$ cat src/rtl/clse_pkg.sv
// ----------------------------------------------------------------------------
// Color line slope estimator: shared definitions
// Frame geometry, field widths, register indexes and divider handshake types.
// ----------------------------------------------------------------------------
package clse_pkg;

	localparam int IMAGE_WIDTH   = 80;
	localparam int IMAGE_HEIGHT  = 60;
	localparam int FRACTION_BITS = 8;

	localparam int CHAN_W   = 8;
	localparam int TOL_W    = 8;
	localparam int STEP_W   = 6;
	localparam int COL_W    = 7;
	localparam int ROW_W    = 6;
	localparam int WEIGHT_W = 10;
	localparam int WS_W     = 16;
	localparam int PS_W     = 23;
	localparam int CENT_W   = 15;
	localparam int DIFF_W   = 22;
	localparam int PAIR_W   = 6;
	localparam int SLOPE_W  = 16;

	localparam int DIVIDEND_W = PS_W + FRACTION_BITS;
	localparam int DIVISOR_W  = WS_W;
	localparam int DIV_CNT_W  = $clog2(DIVIDEND_W);

	localparam int CFG_IDX_W  = 3;
	localparam int CFG_DATA_W = 8;

	localparam logic [CFG_IDX_W-1:0] CFG_TARGET_RED   = 3'd0;
	localparam logic [CFG_IDX_W-1:0] CFG_TARGET_GREEN = 3'd1;
	localparam logic [CFG_IDX_W-1:0] CFG_TARGET_BLUE  = 3'd2;
	localparam logic [CFG_IDX_W-1:0] CFG_TOLERANCE    = 3'd3;
	localparam logic [CFG_IDX_W-1:0] CFG_ROW_STEP     = 3'd4;

	localparam logic [TOL_W-1:0]  TOLERANCE_RESET = 8'd32;
	localparam logic [STEP_W-1:0] ROW_STEP_RESET  = 6'd4;

	typedef struct packed {
		logic                  start;
		logic [DIVIDEND_W-1:0] dividend;
		logic [DIVISOR_W-1:0]  divisor;
	} clse_div_req_t;

	typedef struct packed {
		logic                  done;
		logic [DIVIDEND_W-1:0] quotient;
		logic [DIVISOR_W-1:0]  remainder;
	} clse_div_rsp_t;

endpackage

$ cat src/rtl/clse_if.sv
// ----------------------------------------------------------------------------
// Color line slope estimator: stream interfaces
// Pixel input channel and slope result channel, valid/ready handshake.
// ----------------------------------------------------------------------------
interface clse_pixel_if import clse_pkg::*; ();
	logic              valid;
	logic              ready;
	logic [CHAN_W-1:0] red;
	logic [CHAN_W-1:0] green;
	logic [CHAN_W-1:0] blue;
	logic              frame_start;

	modport source (output valid, red, green, blue, frame_start, input ready);
	modport sink (input valid, red, green, blue, frame_start, output ready);
endinterface

interface clse_result_if import clse_pkg::*; ();
	logic                      valid;
	logic                      ready;
	logic signed [SLOPE_W-1:0] slope_q8;
	logic                      slope_valid;
	logic [PAIR_W-1:0]         pairs_used;

	modport source (output valid, slope_q8, slope_valid, pairs_used, input ready);
	modport sink (input valid, slope_q8, slope_valid, pairs_used, output ready);
endinterface

$ cat src/rtl/clse_match.sv
// ----------------------------------------------------------------------------
// Color key match
// Flags a pixel whose channels all lie strictly within tolerance of the
// target color and gives its weight, the summed per channel margin.
// ----------------------------------------------------------------------------
module clse_match import clse_pkg::*; (
	input  logic [CHAN_W-1:0]   red,
	input  logic [CHAN_W-1:0]   green,
	input  logic [CHAN_W-1:0]   blue,
	input  logic [CHAN_W-1:0]   target_red,
	input  logic [CHAN_W-1:0]   target_green,
	input  logic [CHAN_W-1:0]   target_blue,
	input  logic [TOL_W-1:0]    tolerance,
	output logic                match,
	output logic [WEIGHT_W-1:0] weight
);

	logic [CHAN_W-1:0] dist_r, dist_g, dist_b;

	always_comb begin
		dist_r = (red > target_red) ? red - target_red : target_red - red;
		dist_g = (green > target_green) ? green - target_green : target_green - green;
		dist_b = (blue > target_blue) ? blue - target_blue : target_blue - blue;
		match  = (dist_r < tolerance) && (dist_g < tolerance) && (dist_b < tolerance);
		// Margins are only meaningful when matched; each distance is below tolerance then.
		weight = WEIGHT_W'(tolerance - dist_r) + WEIGHT_W'(tolerance - dist_g)
			+ WEIGHT_W'(tolerance - dist_b);
	end

endmodule

$ cat src/rtl/clse_div.sv
// ----------------------------------------------------------------------------
// Shared restoring divider
// Unsigned division, one quotient bit per cycle; done pulses for one cycle
// when quotient and remainder are ready, and they hold until the next start.
// ----------------------------------------------------------------------------
module clse_div import clse_pkg::*; (
	input  logic          clk,
	input  logic          arst_n,
	input  clse_div_req_t req,
	output clse_div_rsp_t rsp
);

	logic [DIVISOR_W-1:0]  rem_q;
	logic [DIVIDEND_W-1:0] quo_q;
	logic [DIVISOR_W-1:0]  dvs_q;
	logic [DIV_CNT_W-1:0]  cnt_q;
	logic                  busy_q;
	logic                  done_q;
	logic [DIVISOR_W:0]    rem_sh;
	logic                  ge;
	logic [DIVISOR_W-1:0]  rem_nx;

	always_comb begin
		rem_sh = {rem_q, quo_q[DIVIDEND_W-1]};
		ge     = rem_sh >= {1'b0, dvs_q};
		rem_nx = ge ? DIVISOR_W'(rem_sh - {1'b0, dvs_q}) : rem_sh[DIVISOR_W-1:0];
	end

	always_ff @(posedge clk or negedge arst_n) begin
		if (!arst_n) begin
			rem_q  <= '0;
			quo_q  <= '0;
			dvs_q  <= '0;
			cnt_q  <= '0;
			busy_q <= 1'b0;
			done_q <= 1'b0;
		end else begin
			done_q <= 1'b0;
			if (req.start) begin
				rem_q  <= '0;
				quo_q  <= req.dividend;
				dvs_q  <= req.divisor;
				cnt_q  <= '0;
				busy_q <= 1'b1;
			end else if (busy_q) begin
				rem_q <= rem_nx;
				quo_q <= {quo_q[DIVIDEND_W-2:0], ge};
				cnt_q <= cnt_q + 1'b1;
				if (cnt_q == DIV_CNT_W'(DIVIDEND_W - 1)) begin
					busy_q <= 1'b0;
					done_q <= 1'b1;
				end
			end
		end
	end

	assign rsp.done      = done_q;
	assign rsp.quotient  = quo_q;
	assign rsp.remainder = rem_q;

endmodule

$ cat src/rtl/color_line_slope_estimator_top.sv
// ----------------------------------------------------------------------------
// Color line slope estimator
// Color keyed weighted row centroids and their mean slope over one frame.
// ----------------------------------------------------------------------------
// Pixels of an 80 by 60 frame arrive in raster order, one word each; a word
// with frame_start set restarts the frame at pixel (0,0). An ordinary pixel
// is taken without a stop. At the last pixel of a row the block stops taking
// pixels while one shared bit-serial divider works: first for the row-step
// remainder that decides whether the row is sampled, then for the Q8 centroid
// when a sampled row has weight. The last pixel of a frame then adds the slope
// division and one result word, with no division when no pair of
// centroids was found; if the previous result has not been taken, the
// block waits for it.
// Configuration registers are written through cfg_we/cfg_index/cfg_data.
// ----------------------------------------------------------------------------
module color_line_slope_estimator_top import clse_pkg::*; (
	input  logic                 clk,
	input  logic                 arst_n,
	clse_pixel_if.sink           pixel,
	clse_result_if.source        result,
	input  logic                 cfg_we,
	input  logic [CFG_IDX_W-1:0] cfg_index,
	input  logic [CFG_DATA_W-1:0] cfg_data
);

	typedef enum logic [5:0] {
		ST_IDLE      = 6'b000001,
		ST_ROW_MOD   = 6'b000010,
		ST_ROW_DIV   = 6'b000100,
		ST_FRAME     = 6'b001000,
		ST_FRAME_DIV = 6'b010000,
		ST_OUT       = 6'b100000
	} clse_state_t;

	clse_state_t state_q;

	// Configuration registers.
	logic [CHAN_W-1:0] target_red_q, target_green_q, target_blue_q;
	logic [TOL_W-1:0]  tolerance_q;
	logic [STEP_W-1:0] row_step_q;

	// Frame state.
	logic [COL_W-1:0]         col_q;
	logic [ROW_W-1:0]         row_q;
	logic [WS_W-1:0]          ws_q;
	logic [PS_W-1:0]          ps_q;
	logic [CENT_W-1:0]        prev_q;
	logic                     prev_valid_q;
	logic signed [DIFF_W-1:0] diff_q;
	logic [PAIR_W-1:0]        pair_q;
	logic signed [SLOPE_W-1:0] slope_calc_q;

	// Result register.
	logic                      res_valid_q;
	logic signed [SLOPE_W-1:0] res_slope_q;
	logic                      res_sv_q;
	logic [PAIR_W-1:0]         res_pairs_q;

	logic                match;
	logic [WEIGHT_W-1:0] weight;
	clse_div_req_t       div_req;
	clse_div_rsp_t       div_rsp;

	logic                        pix_acc;
	logic [COL_W-1:0]            col_eff;
	logic [ROW_W-1:0]            row_eff;
	logic [WS_W-1:0]             ws_add;
	logic [PS_W-1:0]             ps_add;
	logic [WEIGHT_W+COL_W-1:0]   wpos;
	logic                        row_end_px;
	logic [STEP_W-1:0]           step_eff;
	logic                        sampled;
	logic                        need_div;
	logic                        finish_row;
	logic                        row_last;
	logic [2*PAIR_W-1:0]         slope_div;
	logic                        diff_neg;
	logic [DIFF_W-1:0]           diff_mag;
	logic [CENT_W-1:0]           cur_cent;
	logic signed [CENT_W:0]      cent_delta;
	logic signed [SLOPE_W-1:0]   quo_signed;
	logic                        res_free;

	clse_match u_match (
		.red          (pixel.red),
		.green        (pixel.green),
		.blue         (pixel.blue),
		.target_red   (target_red_q),
		.target_green (target_green_q),
		.target_blue  (target_blue_q),
		.tolerance    (tolerance_q),
		.match        (match),
		.weight       (weight)
	);

	clse_div u_div (
		.clk    (clk),
		.arst_n (arst_n),
		.req    (div_req),
		.rsp    (div_rsp)
	);

	always_comb begin
		pix_acc    = pixel.valid && pixel.ready;
		col_eff    = pixel.frame_start ? '0 : col_q;
		row_eff    = pixel.frame_start ? '0 : row_q;
		wpos       = (WEIGHT_W+COL_W)'(weight) * (WEIGHT_W+COL_W)'(col_eff);
		ws_add     = (pixel.frame_start ? '0 : ws_q)
			+ (match ? WS_W'(weight) : '0);
		ps_add     = (pixel.frame_start ? '0 : ps_q)
			+ (match ? PS_W'(wpos) : '0);
		row_end_px = col_eff == COL_W'(IMAGE_WIDTH - 1);
		step_eff   = (row_step_q == '0) ? STEP_W'(1) : row_step_q;
		row_last   = row_q == ROW_W'(IMAGE_HEIGHT - 1);

		// A row is sampled when it is a multiple of the step and a whole step
		// still fits below the frame height.
		sampled  = (div_rsp.remainder == '0)
			&& (({1'b0, row_q} + {1'b0, step_eff}) <= (ROW_W+1)'(IMAGE_HEIGHT));
		need_div = sampled && (ws_q != '0);
		finish_row = ((state_q == ST_ROW_MOD) && div_rsp.done && !need_div)
			|| ((state_q == ST_ROW_DIV) && div_rsp.done);

		slope_div = (2*PAIR_W)'(pair_q) * (2*PAIR_W)'(step_eff);
		diff_neg  = diff_q[DIFF_W-1];
		diff_mag  = diff_neg ? DIFF_W'(-diff_q) : DIFF_W'(diff_q);

		cur_cent   = div_rsp.quotient[CENT_W-1:0];
		cent_delta = $signed({1'b0, prev_q}) - $signed({1'b0, cur_cent});
		quo_signed = diff_neg ? -$signed({1'b0, div_rsp.quotient[SLOPE_W-2:0]})
			: $signed({1'b0, div_rsp.quotient[SLOPE_W-2:0]});

		res_free = !res_valid_q || result.ready;

		div_req.start    = 1'b0;
		div_req.dividend = DIVIDEND_W'(row_eff);
		div_req.divisor  = DIVISOR_W'(step_eff);
		unique case (state_q)
			ST_IDLE: begin
				div_req.start = pix_acc && row_end_px;
			end
			ST_ROW_MOD: begin
				div_req.start    = div_rsp.done && need_div;
				div_req.dividend = {ps_q, FRACTION_BITS'(0)};
				div_req.divisor  = ws_q;
			end
			ST_FRAME: begin
				div_req.start    = pair_q != '0;
				div_req.dividend = DIVIDEND_W'(diff_mag);
				div_req.divisor  = DIVISOR_W'(slope_div);
			end
			ST_ROW_DIV, ST_FRAME_DIV, ST_OUT: begin
				div_req.start = 1'b0;
			end
			default: begin
				div_req.start = 1'b0;
			end
		endcase
	end

	always_ff @(posedge clk or negedge arst_n) begin
		if (!arst_n) begin
			target_red_q   <= '0;
			target_green_q <= '0;
			target_blue_q  <= '0;
			tolerance_q    <= TOLERANCE_RESET;
			row_step_q     <= ROW_STEP_RESET;
		end else if (cfg_we) begin
			unique case (cfg_index)
				CFG_TARGET_RED:   target_red_q   <= cfg_data[CHAN_W-1:0];
				CFG_TARGET_GREEN: target_green_q <= cfg_data[CHAN_W-1:0];
				CFG_TARGET_BLUE:  target_blue_q  <= cfg_data[CHAN_W-1:0];
				CFG_TOLERANCE:    tolerance_q    <= cfg_data[TOL_W-1:0];
				CFG_ROW_STEP:     row_step_q     <= cfg_data[STEP_W-1:0];
				default: ;
			endcase
		end
	end

	always_ff @(posedge clk or negedge arst_n) begin
		if (!arst_n) begin
			state_q      <= ST_IDLE;
			col_q        <= '0;
			row_q        <= '0;
			ws_q         <= '0;
			ps_q         <= '0;
			prev_q       <= '0;
			prev_valid_q <= 1'b0;
			diff_q       <= '0;
			pair_q       <= '0;
			slope_calc_q <= '0;
			res_valid_q  <= 1'b0;
			res_slope_q  <= '0;
			res_sv_q     <= 1'b0;
			res_pairs_q  <= '0;
		end else begin
			if (res_valid_q && result.ready) begin
				res_valid_q <= 1'b0;
			end

			unique case (state_q)
				ST_IDLE: begin
					if (pix_acc) begin
						ws_q  <= ws_add;
						ps_q  <= ps_add;
						row_q <= row_eff;
						if (pixel.frame_start) begin
							prev_q       <= '0;
							prev_valid_q <= 1'b0;
							diff_q       <= '0;
							pair_q       <= '0;
						end
						if (row_end_px) begin
							col_q   <= '0;
							state_q <= ST_ROW_MOD;
						end else begin
							col_q <= col_eff + 1'b1;
						end
					end
				end
				ST_ROW_MOD: begin
					if (div_rsp.done) begin
						if (sampled && (ws_q == '0)) begin
							prev_valid_q <= 1'b0;
						end
						if (need_div) begin
							state_q <= ST_ROW_DIV;
						end
					end
				end
				ST_ROW_DIV: begin
					if (div_rsp.done) begin
						if (prev_valid_q) begin
							diff_q <= diff_q + DIFF_W'(cent_delta);
							pair_q <= pair_q + 1'b1;
						end
						prev_q       <= cur_cent;
						prev_valid_q <= 1'b1;
					end
				end
				ST_FRAME: begin
					slope_calc_q <= '0;
					state_q      <= (pair_q != '0) ? ST_FRAME_DIV : ST_OUT;
				end
				ST_FRAME_DIV: begin
					if (div_rsp.done) begin
						slope_calc_q <= quo_signed;
						state_q      <= ST_OUT;
					end
				end
				ST_OUT: begin
					if (res_free) begin
						res_valid_q  <= 1'b1;
						res_slope_q  <= slope_calc_q;
						res_sv_q     <= pair_q != '0;
						res_pairs_q  <= pair_q;
						row_q        <= '0;
						prev_q       <= '0;
						prev_valid_q <= 1'b0;
						diff_q       <= '0;
						pair_q       <= '0;
						state_q      <= ST_IDLE;
					end
				end
				default: begin
					state_q <= ST_IDLE;
				end
			endcase

			// Row wrap-up, shared by the path without a centroid division and the centroid path.
			if (finish_row) begin
				ws_q <= '0;
				ps_q <= '0;
				if (row_last) begin
					state_q <= ST_FRAME;
				end else begin
					row_q   <= row_q + 1'b1;
					state_q <= ST_IDLE;
				end
			end
		end
	end

	assign pixel.ready        = state_q == ST_IDLE;
	assign result.valid       = res_valid_q;
	assign result.slope_q8    = res_slope_q;
	assign result.slope_valid = res_sv_q;
	assign result.pairs_used  = res_pairs_q;

endmodule

$ cat src/flat_wrapper.sv
// flat-port wrapper written by rule: the top's interface ports become plain ports
module color_line_slope_estimator_top_flat import clse_pkg::*;
  (clk, arst_n, cfg_we, cfg_index, cfg_data, pixel_valid, pixel_red, pixel_green, pixel_blue, pixel_frame_start, pixel_ready, result_valid, result_slope_q8, result_slope_valid, result_pairs_used, result_ready);
  clse_pixel_if pixel_i ();
  clse_result_if result_i ();
  input  logic clk;
  input  logic arst_n;
  input  logic cfg_we;
  input  logic [CFG_IDX_W-1:0] cfg_index;
  input  logic [CFG_DATA_W-1:0] cfg_data;
  input wire logic [$bits(pixel_i.valid)-1:0] pixel_valid;
  input wire logic [$bits(pixel_i.red)-1:0] pixel_red;
  input wire logic [$bits(pixel_i.green)-1:0] pixel_green;
  input wire logic [$bits(pixel_i.blue)-1:0] pixel_blue;
  input wire logic [$bits(pixel_i.frame_start)-1:0] pixel_frame_start;
  output wire logic [$bits(pixel_i.ready)-1:0] pixel_ready;
  output wire logic [$bits(result_i.valid)-1:0] result_valid;
  output wire logic [$bits(result_i.slope_q8)-1:0] result_slope_q8;
  output wire logic [$bits(result_i.slope_valid)-1:0] result_slope_valid;
  output wire logic [$bits(result_i.pairs_used)-1:0] result_pairs_used;
  input wire logic [$bits(result_i.ready)-1:0] result_ready;
  assign pixel_i.valid = pixel_valid;
  assign pixel_i.red = pixel_red;
  assign pixel_i.green = pixel_green;
  assign pixel_i.blue = pixel_blue;
  assign pixel_i.frame_start = pixel_frame_start;
  assign pixel_ready = pixel_i.ready;
  assign result_valid = result_i.valid;
  assign result_slope_q8 = result_i.slope_q8;
  assign result_slope_valid = result_i.slope_valid;
  assign result_pairs_used = result_i.pairs_used;
  assign result_i.ready = result_ready;
  color_line_slope_estimator_top u_core (.clk(clk), .arst_n(arst_n), .pixel(pixel_i), .result(result_i), .cfg_we(cfg_we), .cfg_index(cfg_index), .cfg_data(cfg_data));
endmodule
$ cat config.mk
export PLATFORM = sky130hd
export DESIGN_NAME = color_line_slope_estimator_top_flat
export DESIGN_NICKNAME = d
export VERILOG_FILES = /design/src/rtl/clse_pkg.sv /design/src/rtl/clse_if.sv /design/src/rtl/clse_match.sv /design/src/rtl/clse_div.sv /design/src/rtl/color_line_slope_estimator_top.sv /design/src/flat_wrapper.sv
export SDC_FILE = /design/constraint.sdc
export NUM_CORES = 1
export LEC_CHECK = 0
export BUFFER_PORTS_ARGS = -buffer_cell sky130_fd_sc_hd__buf_2
export CORE_MARGIN = 2
export CORE_UTILIZATION = 65
export CTS_CLUSTER_SIZE = 20
export DETAILED_ROUTE_END_ITERATION = 8
export PLACE_DENSITY = 0.86
export SETUP_SLACK_MARGIN = 0.2
export SLEW_MARGIN = 20
export SYNTH_ARGS = -nofsm -noshare
export SYNTH_HDL_FRONTEND = slang
export SYNTH_HIERARCHICAL = 1
export SYNTH_SLANG_ARGS = --single-unit
$ cat constraint.sdc
create_clock -name clk -period 16.9 [get_ports clk]
set_input_delay 1.69 -clock clk [delete_from_list [all_inputs] [get_ports clk]]
set_output_delay 1.69 -clock clk [all_outputs]
set_load 0.02 [all_outputs]
==> impl_metrics.prom <==
# TYPE chip_impl_metric gauge
chip_impl_info{name="outcome",value="completed"} 1
chip_impl_metric{name="routed_wl",unit="mm"} 58.47
chip_impl_metric{name="largest_net_degree_at_the_start_of_global_routing",unit=""} 117
chip_impl_metric{name="drt_first_iter_violations",unit=""} 1366
chip_impl_metric{name="power.clock.fraction",unit="%"} 14.7
chip_impl_info{name="clock_tree_from_tritoncts",value="built"} 1
chip_impl_metric{name="avgViaCountPerCell",unit=""} 6.302
chip_impl_info{name="crit_path_end_kind",value="flop"} 1
chip_impl_metric{name="clk_path_buf_depth",unit=""} 3
chip_impl_metric{name="syn_area_per_cell",unit="um2"} 8.721
chip_impl_metric{name="skew",unit="ns"} 0.02467
chip_impl_metric{name="fill_cells",unit=""} 2658
chip_impl_metric{name="worst_ir_drop_vdd",unit="mV"} 0.4099
chip_impl_info{name="post_synth_main_area_contributors",value="sky130_fd_sc_hd__dfrtp_1, sky130_fd_sc_hd__ha_1, sky130_fd_sc_hd__fa_1, sky130_fd_sc_hd__o21ai_0, sky130_fd_sc_hd__nand2_1"} 1
chip_impl_info{name="grt_setup_unrepaired",value="false"} 1
chip_impl_info{name="worst_path_max_delay_cell",value="sky130_fd_sc_hd__fa_1"} 1
chip_impl_metric{name="route.detailed.drc",unit=""} 0
chip_impl_metric{name="synth_simple_gate_area_share",unit="%"} 18.01
chip_impl_metric{name="cts.hold.buffers_added",unit=""} 0
chip_impl_metric{name="gr-usage-all-layers",unit="%"} 32.04
chip_impl_metric{name="cp.required",unit="ns"} 17.39
chip_impl_metric{name="row_count",unit=""} 68
chip_impl_metric{name="finalPower",unit="uW"} 4523
chip_impl_metric{name="synth_edf_count",unit=""} 0
chip_impl_metric{name="combined_area_of_the_multi_input_logic_cells",unit="um2"} 15150
chip_impl_info{name="critical_path.startpoint_type",value="primary input"} 1
chip_impl_metric{name="clk_pin_slew_worst_paths",unit="ns"} 0.06
chip_impl_metric{name="final.min_clock_period",unit="ns"} 11.92
chip_impl_metric{name="core",unit="um2"} 34540
chip_impl_info{name="synth_top_flop_cell",value="sky130_fd_sc_hd__dfrtp_1"} 1
chip_impl_metric{name="nNetsFinal",unit=""} 2957
chip_impl_metric{name="synth_async_sr_flop_share",unit="%"} 100.0
chip_impl_metric{name="p_sw",unit="uW"} 2317
chip_impl_metric{name="power_switching_share",unit="%"} 51.22
chip_impl_metric{name="first_pass_grt_wire_length",unit="mm"} 95.24
chip_impl_metric{name="maxCapViolations",unit=""} 0
chip_impl_metric{name="die-width",unit="um"} 191.1
chip_impl_metric{name="antenna_violations_before_repair",unit=""} 1
chip_impl_metric{name="powerDensity",unit="nW/um2"} 185.9
chip_impl_metric{name="die_y",unit="um"} 191.1
chip_impl_metric{name="dr_total_vias",unit=""} 19462
chip_impl_metric{name="ys_seq_area_share",unit="%"} 27.51
chip_impl_metric{name="gpl.final_weighted_congestion",unit=""} 0.9341
chip_impl_metric{name="die_area",unit="um2"} 36520
chip_impl_metric{name="hpwl_after_dpl",unit="mm"} 43.11
chip_impl_info{name="critPathMostFrequentCell",value="sky130_fd_sc_hd__fa_1"} 1
chip_impl_metric{name="cts_max_level",unit=""} 1
chip_impl_metric{name="setup_violations",unit=""} 0
chip_impl_metric{name="final-max-slew-violation-count",unit=""} 0
chip_impl_metric{name="tightestPinTransition",unit="ns"} 1.105
chip_impl_info{name="worst_min_path_class",value="reg2reg"} 1
chip_impl_metric{name="vias_in_the_first_global_route",unit=""} 19167
chip_impl_metric{name="post_synth_fa_ha_maj_area_fraction",unit="%"} 19.50
chip_impl_metric{name="crit_path_max_incr_delay",unit="ns"} 0.55
chip_impl_metric{name="post_drt_wl_per_cell",unit="um"} 18.94
chip_impl_info{name="clk_root_buffer_cell",value="sky130_fd_sc_hd__clkbuf_16"} 1
chip_impl_info{name="most_used_standard_cells_in_the_synthesized_netlist",value="sky130_fd_sc_hd__nand2_1, sky130_fd_sc_hd__dfrtp_1, sky130_fd_sc_hd__inv_1"} 1
chip_impl_info{name="netlist.top_cell.by_area",value="sky130_fd_sc_hd__dfrtp_1"} 1
chip_impl_metric{name="drive_gt1_share",unit="%"} 8.701
chip_impl_metric{name="synth_xor_area_share",unit="%"} 6.082
chip_impl_metric{name="syn-num-nets",unit=""} 2956
chip_impl_metric{name="power.internal",unit="uW"} 2206
chip_impl_metric{name="comb_power_share",unit="%"} 70.2
chip_impl_metric{name="final.setup.tns",unit="ns"} 0
chip_impl_info{name="most_common_cell_in_the_netlist",value="sky130_fd_sc_hd__nand2_1"} 1
chip_impl_metric{name="power.share.sequential",unit="%"} 15.1
chip_impl_metric{name="number_of_standard_cells_after_synthesis",unit=""} 2609
chip_impl_metric{name="layout.area.seq",unit="um2"} 6261
chip_impl_metric{name="relSlewSlack",unit="%"} 26.32
chip_impl_metric{name="synth_cell_type_count",unit=""} 90
chip_impl_metric{name="initial_utilization",unit="%"} 65.87
chip_impl_metric{name="drt_pass1_iterations",unit=""} 6
chip_impl_metric{name="post_cts.resized_instances",unit=""} 0
chip_impl_metric{name="numCtsBuffers",unit=""} 28
chip_impl_metric{name="cts_sinks",unit=""} 250
chip_impl_metric{name="synth_top_area_share",unit="%"} 27.17
chip_impl_metric{name="critical_path_arrival",unit="ns"} 12.41
chip_impl_metric{name="io_pins",unit=""} 66
chip_impl_metric{name="clock_latency",unit="ns"} 0.57
chip_impl_metric{name="route.antenna.remaining_nets",unit=""} 0
chip_impl_info{name="worstSetupPathType",value="in2reg"} 1
chip_impl_metric{name="synth_compound_area_share",unit="%"} 17.83
chip_impl_metric{name="post-cts-setup-buffers",unit=""} 0
chip_impl_metric{name="warnings_synthesis",unit=""} 6
chip_impl_metric{name="crit_share_post_route",unit="%"} 70.53
chip_impl_metric{name="numPortBuffers",unit=""} 65
chip_impl_metric{name="synth-seq-cells",unit=""} 250
chip_impl_metric{name="clock.fmax",unit="GHz"} 0.08390
chip_impl_metric{name="synth_mux_area_share",unit="%"} 5.043
chip_impl_metric{name="layout_area_growth_over_synthesis",unit="%"} 6.918
chip_impl_metric{name="worstPathMaxFanout",unit=""} 8
chip_impl_info{name="largest_family_of_logic_cells_by_synthesized_area",value="adder cells"} 1
chip_impl_metric{name="static-leakage-power",unit="uW"} 0.01186
chip_impl_metric{name="hold_viol",unit=""} 0
chip_impl_metric{name="post_synth_design_cell_area",unit="um2"} 22750
chip_impl_metric{name="grt_overflow",unit=""} 0
## sequential cells by signal, indices dropped and copies added (netlist names), 7 cells and up
register	count
u_core/u_div/rem_q	16
u_core/result.slope_q8	16
u_core/prev_q	15
u_core/target_red_q	8
u_core/col_q	7
u_core/slope_calc_q	16
u_core/diff_q	22
u_core/target_green_q	8
u_core/u_div/dvs_q	16
u_core/u_div/quo_q	31
u_core/ps_q	23
u_core/tolerance_q	8
u_core/ws_q	16
u_core/target_blue_q	8
## stage by stage
step / std cells / utilization (%) / setup WS, ns / hold slack, ns / cell area [um2]
after floorplan: 2609 / - / 5.680 / 0.4422 / 22750
after global placement: 3035 / 67.49 / 4.966 / 0.4580 / 23310
after detailed placement: 3035 / 67.49 / 4.581 / 0.4846 / 23310
after CTS: 3087 / 70.39 / 5.130 / 0.5054 / 24310
after global routing: 3087 / 70.42 / 4.356 / 0.5181 / 24320
final: 3088 / 70.43 / 4.981 / 0.5008 / 24330
## critical path, delay by kind of cell
family	cells	cell delay, ns
fa+ha+maj	11	4.57
compound gates	14	2.70
simple gates	10	2.27
xor+xnor	2	0.59
buf+inv	6	0.34
mux	1	0.23
## placed cells by master, fill, tap and decap left out, drive strengths merged, types with 25 or more instances in the layout
master	n
nand2b	30
dfrtp	247
nor2	114
xor2	64
nand4	25
mux2	61
and2	100
o21ai	224
xnor2	94
fa	81
clkbuf	37
nand2	270
nand3	79
buf	81
nor3	28
nor2b	65
inv	237
a21oi	126
mux2i	46
ha	225
a21o	60
## cell type report
cell class,instances,area share (%)
inverter,236,3.641
tap,455,2.340
timing repair buffer,81,1.872
sequential,250,25.74
antenna,1,0.01029
multi-input combinational,2013,62.28
clock inverter,15,0.9361
clock buffer,37,3.184
## path summary, 6_finish.rpt
path / start / to / slack, ns / depth (start not counted)
max: pixel_blue[0] / u_core/ps_q[21] / 4.98 / 44
min: u_core/result.slope_q8[11] / u_core/result.slope_q8[11] / 0.50 / 1
max in group asynchronous: arst_n / u_core/pair_q[4] / 14.14 / 2
max reg2reg: u_core/target_blue_q[0] / u_core/ps_q[21] / 5.86 / 42
min reg2reg: u_core/result.slope_q8[11] / u_core/result.slope_q8[11] / 0.50 / 1
min in group asynchronous: arst_n / u_core/ps_q[16] / 1.21 / 1
## power by group through the flow
stage	clock, uW	combinational, uW	sequential (uW)
4_1_cts	672	3120	683
2_1_floorplan	0	2350	669
6_report	665	3170	685
3_5_place_dp	0	3120	694
5_1_grt	697	3530	688
3_3_place_gp	0	2930	692
## metal layers
metal,GRT usage [%],share of wire (%),vias up
met1,43.12,43,9425
met5,0,0.036,-
li1,-,-,9081
met4,11.54,3.7,4
met3,3.800,6.6,165
met2,53.41,47,787
## cell families (layout without fill, tap and decap cells)
family                     after synthesis  after routing
AOI/OAI and AO/OA                      632            632
DFF                                    250            250
buffers and inverters                  346            369
other                                    0              1
adders and majority gates              306            306
muxes                                  107            107
and+or+nand+nor                        810            810
xor gates and xnor gates               158            158
No activity file was read; power rests on OpenSTA's default activity.
